File: config.mk
export PLATFORM = sky130hd
export DESIGN_NAME = probe_frame_rate_averager
export DESIGN_NICKNAME = d
export VERILOG_FILES = /design/src/sv/pfra_pkg.sv /design/src/sv/pfra_datapath.sv /design/src/sv/pfra_ctrl.sv /design/src/sv/probe_frame_rate_averager.sv
export SDC_FILE = /design/constraint.sdc
export NUM_CORES = 2
export LEC_CHECK = 0
export ABC_AREA = 0
export ABC_CLOCK_PERIOD_IN_PS = 9800
export BUFFER_PORTS_ARGS = -buffer_cell sky130_fd_sc_hd__buf_2
export CAP_MARGIN = 20
export CELL_PAD_IN_SITES_DETAIL_PLACEMENT = 1
export CELL_PAD_IN_SITES_GLOBAL_PLACEMENT = 2
export CORE_MARGIN = 10
export CORE_UTILIZATION = 37
export CTS_CLUSTER_SIZE = 40
export DETAILED_ROUTE_END_ITERATION = 8
export GPL_TIMING_DRIVEN = 0
export PLACE_DENSITY_LB_ADDON = 0.2
export SLEW_MARGIN = 30
export SYNTH_ARGS = -nofsm -noshare
export SYNTH_HDL_FRONTEND = slang
export SYNTH_SLANG_ARGS = --single-unit
File: constraint.sdc
create_clock -name clk -period 9.8 [get_ports clk]
set_clock_uncertainty 0.15 [all_clocks]
set_input_delay 1.47 -clock clk [delete_from_list [all_inputs] [get_ports clk]]
set_output_delay 1.47 -clock clk [all_outputs]
set_load 0.1 [all_outputs]
File: src/sv/pfra_pkg.sv
package pfra_pkg;

	localparam int unsigned CFG_W      = 16;
	localparam int unsigned CNT_W      = 32;
	localparam int unsigned TICK_W     = 16;
	localparam int unsigned ACC_W      = 32;
	localparam int unsigned PROD_W     = ACC_W + CFG_W;
	localparam int unsigned CFG_IDX_W  = 2;
	localparam int unsigned DIV_CNT_W  = $clog2(ACC_W);

	localparam logic [15:0] CTRL_MSG_LENGTH = 16'd12;
	localparam logic [7:0]  PROBE_REQ_TYPE  = 8'h40;

	localparam logic [CFG_W-1:0] AVG_PERIOD_RST  = 16'd16;
	localparam logic [CFG_W-1:0] DECAY_ALPHA_RST = 16'd1;
	localparam logic [CFG_W-1:0] COUNT_MULT_RST  = 16'd100;

	typedef enum logic [CFG_IDX_W-1:0] {
		CFG_AVG_PERIOD  = 2'd0,
		CFG_DECAY_ALPHA = 2'd1,
		CFG_COUNT_MULT  = 2'd2
	} cfg_idx_t;

	typedef enum logic [2:0] {
		ST_IDLE,
		ST_MUL_DECAY,
		ST_MUL_SCALE,
		ST_DIV,
		ST_WRITE
	} state_t;

	typedef struct packed {
		logic load;
		logic mul_decay;
		logic mul_scale;
		logic div_step;
		logic write;
	} pfra_cmd_t;

	typedef struct packed {
		logic div_last;
	} pfra_sts_t;

endpackage

File: src/sv/pfra_datapath.sv
module pfra_datapath
	import pfra_pkg::*;
(
	input  logic                 clk,
	input  logic                 arst_n,
	input  logic                 cfg_valid,
	input  logic [CFG_IDX_W-1:0] cfg_index,
	input  logic [CFG_W-1:0]     cfg_data,
	input  logic                 mode,
	input  logic [15:0]          frame_length,
	input  logic [7:0]           frame_type_byte,
	input  pfra_cmd_t            cmd,
	output pfra_sts_t            sts,
	output logic [ACC_W-1:0]     average_value,
	output logic [CNT_W-1:0]     pending_probes
);

	logic [CFG_W-1:0]     avg_period_q;
	logic [CFG_W-1:0]     decay_alpha_q;
	logic [CFG_W-1:0]     count_mult_q;
	logic [CNT_W-1:0]     probe_q;
	logic [TICK_W-1:0]    tick_q;
	logic [ACC_W-1:0]     acc_q;
	logic                 is_tick_q;
	logic                 is_probe_q;
	logic [CFG_W-1:0]     period_q;
	logic [PROD_W-1:0]    scaled_q;
	logic [CFG_W-1:0]     rem_q;
	logic [ACC_W-1:0]     dq_q;
	logic [DIV_CNT_W-1:0] div_cnt_q;
	logic [ACC_W-1:0]     avg_out_q;
	logic [CNT_W-1:0]     pend_out_q;

	logic [TICK_W-1:0]    tick_next;
	logic [CFG_W-1:0]     per_min;
	logic [CFG_W-1:0]     period_next;
	logic [ACC_W-1:0]     mul_x;
	logic [CFG_W-1:0]     mul_y;
	logic [PROD_W-1:0]    mul_p;
	logic [CFG_W:0]       trial;
	logic [CFG_W:0]       diff;
	logic                 ge;
	logic [ACC_W-1:0]     decay;
	logic [PROD_W:0]      sum;
	logic [ACC_W-1:0]     acc_sat;
	logic [CNT_W-1:0]     probe_next;

	// config register file
	always_ff @(posedge clk or negedge arst_n) begin
		if (!arst_n) begin
			avg_period_q  <= AVG_PERIOD_RST;
			decay_alpha_q <= DECAY_ALPHA_RST;
			count_mult_q  <= COUNT_MULT_RST;
		end else if (cfg_valid) begin
			case (cfg_idx_t'(cfg_index))
				CFG_AVG_PERIOD:  avg_period_q  <= cfg_data;
				CFG_DECAY_ALPHA: decay_alpha_q <= cfg_data;
				CFG_COUNT_MULT:  count_mult_q  <= cfg_data;
				default: ;
			endcase
		end
	end

	// period = max(min(avg_period, ticks so far), alpha)
	always_comb begin
		tick_next   = (tick_q == '1) ? tick_q : tick_q + 1'b1;
		per_min     = (avg_period_q < tick_next) ? avg_period_q : tick_next;
		period_next = (per_min < decay_alpha_q) ? decay_alpha_q : per_min;
	end

	// one shared 32x16 multiplier
	always_comb begin
		mul_x = cmd.mul_scale ? probe_q : acc_q;
		mul_y = cmd.mul_scale ? count_mult_q : CFG_W'(period_q - decay_alpha_q);
		mul_p = PROD_W'(mul_x) * PROD_W'(mul_y);
	end

	// restoring divider, one quotient bit per step; high product half is below period
	always_comb begin
		trial = {rem_q, dq_q[ACC_W-1]};
		diff  = trial - {1'b0, period_q};
		ge    = (trial >= {1'b0, period_q});
	end

	always_comb begin
		decay      = (period_q == '0) ? '0 : dq_q;
		sum        = {1'b0, scaled_q} + (PROD_W+1)'(decay);
		acc_sat    = (|sum[PROD_W:ACC_W]) ? '1 : sum[ACC_W-1:0];
		probe_next = (is_probe_q && probe_q != '1) ? probe_q + 1'b1 : probe_q;
	end

	always_ff @(posedge clk or negedge arst_n) begin
		if (!arst_n) begin
			probe_q   <= '0;
			tick_q    <= '0;
			acc_q     <= '0;
			is_tick_q <= 1'b0;
		end else begin
			if (cmd.load) begin
				is_tick_q <= mode;
				if (mode) begin
					tick_q <= tick_next;
				end
			end
			if (cmd.write) begin
				if (is_tick_q) begin
					acc_q   <= acc_sat;
					probe_q <= '0;
				end else begin
					probe_q <= probe_next;
				end
			end
		end
	end

	always_ff @(posedge clk) begin
		if (cmd.load) begin
			is_probe_q <= (frame_length != CTRL_MSG_LENGTH) && (frame_type_byte == PROBE_REQ_TYPE);
			period_q   <= period_next;
		end
		if (cmd.mul_decay) begin
			rem_q     <= mul_p[PROD_W-1:ACC_W];
			dq_q      <= mul_p[ACC_W-1:0];
			div_cnt_q <= '0;
		end
		if (cmd.mul_scale) begin
			scaled_q <= mul_p;
		end
		if (cmd.div_step) begin
			rem_q     <= ge ? diff[CFG_W-1:0] : trial[CFG_W-1:0];
			dq_q      <= {dq_q[ACC_W-2:0], ge};
			div_cnt_q <= div_cnt_q + 1'b1;
		end
		if (cmd.write) begin
			avg_out_q  <= is_tick_q ? acc_sat : acc_q;
			pend_out_q <= is_tick_q ? '0 : probe_next;
		end
	end

	assign sts.div_last   = (div_cnt_q == '1);
	assign average_value  = avg_out_q;
	assign pending_probes = pend_out_q;

endmodule

File: src/sv/pfra_ctrl.sv
module pfra_ctrl
	import pfra_pkg::*;
(
	input  logic      clk,
	input  logic      arst_n,
	input  logic      in_valid,
	input  logic      mode,
	input  logic      out_stall,
	input  pfra_sts_t sts,
	output pfra_cmd_t cmd,
	output logic      in_stall,
	output logic      out_valid
);

	state_t state_q;
	state_t state_next;
	logic   out_valid_q;
	logic   out_free;

	assign out_free = !out_valid_q || !out_stall;

	always_comb begin
		state_next = state_q;
		case (state_q)
			ST_IDLE: begin
				if (in_valid) begin
					state_next = mode ? ST_MUL_DECAY : ST_WRITE;
				end
			end
			ST_MUL_DECAY: state_next = ST_MUL_SCALE;
			ST_MUL_SCALE: state_next = ST_DIV;
			ST_DIV: begin
				if (sts.div_last) begin
					state_next = ST_WRITE;
				end
			end
			ST_WRITE: begin
				if (out_free) begin
					state_next = ST_IDLE;
				end
			end
			default: state_next = ST_IDLE;
		endcase
	end

	always_comb begin
		cmd      = '0;
		in_stall = 1'b1;
		case (state_q)
			ST_IDLE: begin
				in_stall = 1'b0;
				cmd.load = in_valid;
			end
			ST_MUL_DECAY: cmd.mul_decay = 1'b1;
			ST_MUL_SCALE: cmd.mul_scale = 1'b1;
			ST_DIV:       cmd.div_step  = 1'b1;
			ST_WRITE:     cmd.write     = out_free;
			default: ;
		endcase
	end

	always_ff @(posedge clk or negedge arst_n) begin
		if (!arst_n) begin
			state_q     <= ST_IDLE;
			out_valid_q <= 1'b0;
		end else begin
			state_q <= state_next;
			if (cmd.write) begin
				out_valid_q <= 1'b1;
			end else if (!out_stall) begin
				out_valid_q <= 1'b0;
			end
		end
	end

	assign out_valid = out_valid_q;

endmodule

File: src/sv/probe_frame_rate_averager.sv
// Counts probe-request frames and folds the count into a warm-up exponential average on each
// averaging tick. A frame beat goes from idle straight to the output write. A tick beat passes
// through one multiplier pass for the decay product, one for the count scaling, a restoring
// divider that retires one quotient bit per cycle for the 32 quotient bits, and the output
// write. The controller returns to idle on the same clock edge as the write. One item is in
// flight at a time. A finished result sits in the output register while the next item is
// taken. The write of the following result waits for that register to free up.
// Config registers (index 0 average_period, 1 decay_alpha, 2 count_multiplier) are always ready
// and should be written only while the block is idle; index 3 is ignored.
module probe_frame_rate_averager
	import pfra_pkg::*;
(
	input  logic                 clk,
	input  logic                 arst_n,
	input  logic                 cfg_valid,
	output logic                 cfg_ready,
	input  logic [CFG_IDX_W-1:0] cfg_index,
	input  logic [CFG_W-1:0]     cfg_data,
	input  logic                 in_valid,
	output logic                 in_stall,
	input  logic                 mode,
	input  logic [15:0]          frame_length,
	input  logic [7:0]           frame_type_byte,
	output logic                 out_valid,
	input  logic                 out_stall,
	output logic [ACC_W-1:0]     average_value,
	output logic [CNT_W-1:0]     pending_probes
);

	pfra_cmd_t cmd;
	pfra_sts_t sts;

	assign cfg_ready = 1'b1;

	pfra_ctrl u_ctrl (
		.clk       (clk),
		.arst_n    (arst_n),
		.in_valid  (in_valid),
		.mode      (mode),
		.out_stall (out_stall),
		.sts       (sts),
		.cmd       (cmd),
		.in_stall  (in_stall),
		.out_valid (out_valid)
	);

	pfra_datapath u_dp (
		.clk             (clk),
		.arst_n          (arst_n),
		.cfg_valid       (cfg_valid && cfg_ready),
		.cfg_index       (cfg_index),
		.cfg_data        (cfg_data),
		.mode            (mode),
		.frame_length    (frame_length),
		.frame_type_byte (frame_type_byte),
		.cmd             (cmd),
		.sts             (sts),
		.average_value   (average_value),
		.pending_probes  (pending_probes)
	);

endmodule

[Yosys cells after proc, flatten, opt, wreduce, memory -nomap -nowiden]
Index checks and enable logic that the tools add are counted.
Word-level totals
  logic and storage cells: 87
  register bits: 315
  output and inout bits: 67
Cells by class
  multipliers: 1
  mux-type cells: 30
  reductions and logical operators: 15
  equal/unequal tests: 15
  magnitude comparators: 3
  add/sub/neg operators: 6
Operators with widths (count)
  $mux 32: 8
  $mux 16: 7
  $add 48x32->49: 1
  $mul 32x16->48: 1
  $add 32x1->32 const B: 1
  $lt 16x16->1: 2
  $ne 32x32->1 const B: 1
  $sub 16x16->16: 2
  $ge 17x16->1: 1
  $reduce_or 17->1: 1
  $add 16x1->16 const B: 1
  $eq 16x16->1 const B: 1
  $logic_not 16->1: 1
  $ne 16x4->1 const B: 1
  $pmux 3 s5: 1
  $mux 3: 4
  $mux 5: 2
  $eq 8x7->1 const B: 1
  $mux 1: 8
  $reduce_and 2->1: 4
  $eq 3x2->1 const B: 2
  $add 5x1->5 const B: 1
  $eq 5x5->1 const B: 1
  $ne 2x1->1 const B: 2
  other kinds (12): 15

[Longest topological paths before layout]
  depth after elaboration: 6
  gate-level depth with buffers: 41
  gate-level depth less buffers: 39

[Hierarchy]
From an unflattened synthesis, not the netlist that was laid out.
Second synthesis, totals
  cell total of the unflattened synthesis: 3653
  area total of the unflattened synthesis: 34376.7 um2
By module, submodules not included
  pfra_datapath: cells each 3625, instances 1, area each 34097.7 um2
  pfra_ctrl: cells each 26, instances 1, area each 267.8 um2
  probe_frame_rate_averager: cells each 2, instances 1, area each 11.3 um2

[Worst setup path before layout]
No wires, ideal clock.
  path kind: register to register
  from: reg u_dp.decay_alpha_q[0]
  to: reg u_dp.rem_q[13], data pin
  period minus slack after synthesis: 9226 ps
  path buffers: 1
  arrival time: 8812 ps
  setup time: 264 ps
  data required time: 9386 ps
  cell stages (with the launch flop): 36
  path slack: 574 ps
  cells stage by stage: dfstp_2 -> ha_1 -> inv_1 -> fa_1 -> a21o_1 -> a21oi_1 -> o21bai_1 -> a21oi_1 -> o21a_1 -> o21ai_0 -> or4_1 -> a31oi_1 -> xnor2_1 -> mux2i_1 -> clkbuf_1 -> nor2_1 -> fa_1 -> fa_1 -> fa_1 -> fa_1 -> fa_1 -> inv_1 -> fa_1 -> inv_1 -> ha_1 -> a211oi_1 -> o21ai_0 -> a221o_1 -> a22o_1 -> or2_1 -> a41o_1 -> o41a_1 -> a41oi_1 -> xnor2_1 -> nand2_1 -> o21ai_1
Between the ends
  cells in the longest elaborated chain, start to end: 5
Ends and longest elaborated chain
  start, declared: RTL line pfra_datapath.sv:19  | logic [CFG_W-1:0] decay_alpha_q;
  start signal, assigned: RTL line pfra_datapath.sv:57  | CFG_DECAY_ALPHA: decay_alpha_q <= cfg_data;
  $sub 16x16->16: RTL line pfra_datapath.sv:74  | mul_y = cmd.mul_scale ? count_mult_q : CFG_W'(period_q - decay_alpha_q);
  $mux 16: RTL line pfra_datapath.sv:74
  $mul 32x16->48: RTL line pfra_datapath.sv:75  | mul_p = PROD_W'(mul_x) * PROD_W'(mul_y);
  via u_dp.mul_p[45]: RTL line pfra_datapath.sv:39  | logic [PROD_W-1:0] mul_p;
  $mux 16: RTL line pfra_datapath.sv:121  | if (cmd.mul_decay) begin
  $mux 16: RTL line pfra_datapath.sv:129  | if (cmd.div_step) begin
  end signal, assigned: RTL line pfra_datapath.sv:122  | rem_q <= mul_p[PROD_W-1:ACC_W];
  end signal, assigned: RTL line pfra_datapath.sv:130  | rem_q <= ge ? diff[CFG_W-1:0] : trial[CFG_W-1:0];
  end, declared: RTL line pfra_datapath.sv:28  | logic [CFG_W-1:0] rem_q;
The timed path passes the listed nets, and every way through them passes these cells. The select of a mux whose other input is x is not followed.
A chain may end at the register's enable or synchronous reset.

[Final worst setup path]
  from: reg u_dp.decay_alpha_q[0]
  to: reg u_dp.rem_q[14], data pin
Same word-level chain as after synthesis.

==> flow_summary.toml <==
[route]
viasPerCell = 5.24
drt_iter0_markers = 1924
detail_route.drc_violations = 0
first_pass_iters = 7
routedWlPerCell_um = 23.7
num_vias = 28100
ant_nets = 0
wl_um = 127000

[critical_path]
worst_setup_path_end_kind = "flip-flop"
slowest_delay_ns = 0.53
r2r_start = "u_dp.decay_alpha_q[0]"
critPathMaxFanout = 6
slowest_stage = "dfstp_2"
crit_type = "reg -> reg"
critPathLaunch = "u_dp.decay_alpha_q[0]"
start_kind = "flip-flop"
cp.arrival_ns = 9.73
cp.required_ns = 9.98
cpMostUsedCell = "fa_1"

[die]
die_w_um = 326
fp.coreArea_mm2 = 0.0930
io_pins = 115
dieHeight_um = 326
dieArea_mm2 = 0.106
rows = 112
initial_core_util_pct = 37.2

[clock_tree]
clk_pin_slew_ns = 0.06
cts.sinks = 315
clock_path_buffers = 3
cts_tree = "done"
clock_latency_ns = 0.62
cts_root_buf = "clkbuf_16"
cts_made_buffers = 40
cts_max_level = 2

[final_layout]
nFillCells = 10900
fin_util_pct = 42.1
areaGrowthSynthToFinish_pct = 13.3
final_nets = 4758
mostFrequentLayoutCell = "nand2_1"
final_cell_mix = "nand2_1, inv_1, fa_1"
final_cells = 5358
design_area_mm2 = 0.0392
layout-drive-gt1-share_pct = 10.9

[min_path]
worstHoldStart = "u_dp.avg_period_q[4]"
hp-class = "reg -> reg"

[placement]
place_ws_ns = -1.45
place_area_mm2 = 0.0370
place_hpwl_um = 105000
gp_congestion = 0.904
numPortBuffers = 113
dp.cells = 5266

[logic_synthesis]
synth_cell_types = 82
yosysWarnings = 0
synth_area_leaders = "fa_1, edfxtp_1, dfrtp_1"
yosysSeqAreaShare_pct = 25.4
synth_top_area_share_pct = 24.4
syn_area_mm2 = 0.0346
synth_fp_nets = 4578
postSynthCellCount = 3891
syn_area_per_cell_um2 = 8.89
yosysTopAreaCell = "fa_1"
ys_ff_latch = 315
ys_async_sr_fraction_pct = 42.2
synthFlopType = "edfxtp_1"
synth_edf_count = 182

[timing]
max_freq_ghz = 0.105
finalSetupViolations = 0
drv_slew = 0
finalCritPeriodShare_pct = 97.5
final-hold-violation-count = 0
worst_pin_slew_ns = 1.13
fin_crit_ns = 9.55
rsz0062_at_grt = "yes"
slew_headroom_pct = 22.3
timing.final.ws_setup_ns = 0.248

[grt]
antenna_found_initial = 0
grt_max_degree = 70
grt_pass1_wl_um = 193000
globalRoute.totalOverflow = 0
grt_use_total_pct = 23.8
grt_pass1_vias = 30200

[status]
status = "complete, no violations"

[job]
max_cap_violations = 0
## critical path: cells and delay by family, from the launching register on
family | cells | cell delay (ns)
fa+ha+maj | 9 | 3.61
compound gates | 17 | 3.34
buf+inv | 6 | 0.63
simple gates | 2 | 0.58
flops | 1 | 0.53
xor+xnor | 2 | 0.35
mux | 1 | 0.10
## layer usage
layer  vias up  wire length [um]  track usage [%]
li1      12800                 -                -
met1     14500             55100             30.8
met2       558             62600             41.5
met3       144              4990             2.72
met4         0              4270             7.29
met5         -                 0                0
## registers in the layout, summed over array words and instances (netlist names)
signal and flops:
u_dp.scaled_q 48, u_dp.acc_q 32, u_dp.average_value 32, u_dp.dq_q 32, u_dp.pending_probes 32, u_dp.probe_q 32
u_dp.avg_period_q 16, u_dp.count_mult_q 16, u_dp.decay_alpha_q 16, u_dp.period_q 16, u_dp.rem_q 16, u_dp.tick_q 16
u_dp.div_cnt_q 5, u_ctrl.state_q 3, u_ctrl.out_valid 1, u_dp.is_probe_q 1, u_dp.is_tick_q 1
## synth_stat cells (20+ instances only)
master / n
a21o_1: 43
a21oi_1: 174
a31oi_1: 45
and2_1: 60
and3_1: 22
clkbuf_1: 150
dfrtp_1: 128
edfxtp_1: 182
fa_1: 421
ha_1: 218
inv_1: 591
mux2_2: 47
mux2i_1: 39
nand2_1: 721
nand2b_1: 20
nand3_1: 46
nand4_1: 41
nor2_1: 362
nor2b_1: 22
nor3_1: 31
o21a_1: 21
o21ai_0: 117
xnor2_1: 97
xor2_1: 64
## cell families after synthesis
logic type	after synthesis	synth area share (%)
and+or+nand+nor	1388	17.3
buffers and inverters	765	8.43
adders and majority gates	639	32.2
AOI/OAI and AO/OA	524	9.38
DFF	315	25.4
xor gates and xnor gates	162	4.12
muxes	97	3.11
other	1	0.0108
## per-stage QoR
stage | hold WS, ns | setup TNS (ns)
2_1_floorplan | 0.323 | 0
3_3_place_gp | 0.340 | -122.34
4_1_cts | 0.355 | 0
5_1_grt | 0.372 | -0.0598
3_5_place_dp | 0.344 | -37.49
6_report | 0.349 | 0
## cell type report
cell class	count	area, um2	share of cell area (%)
Multi-Input combinational cell	2811	23400	59.6
Sequential cell	315	8800	22.5
Inverter	592	2220	5.68
Tap cell	1254	1570	4.00
Clock buffer	49	1050	2.69
Timing Repair Buffer	145	982	2.51
Buffer	166	800	2.04
Clock inverter	25	392	0.999
Antenna cell	1	2.50	0.00638
## timing repair
item | CTS | global route
pin swaps | 22 | 32
gates resized for setup | 109 | 88
setup buffers | 16 | 7
setup endpoints to repair | 50 | 30
hold buffers | 0 | 0
## worst paths after layout
check / cells after the start / slack [ns] / endpoint
worst max-delay path: 37 / 0.25 / u_dp.rem_q[14]
worst min-delay path: 2 / 0.35 / u_dp.avg_period_q[4]
worst max register to register: 37 / 0.25 / u_dp.rem_q[14]
worst min register to register: 2 / 0.35 / u_dp.avg_period_q[4]
max in group asynchronous: 2 / 7.89 / u_dp.count_mult_q[11]
min in group asynchronous: 1 / 0.68 / u_dp.acc_q[5]
Power is left out: the tool's default activity adds up to more than one toggle a clock period on the data nets, which glitch-free logic cannot reach.
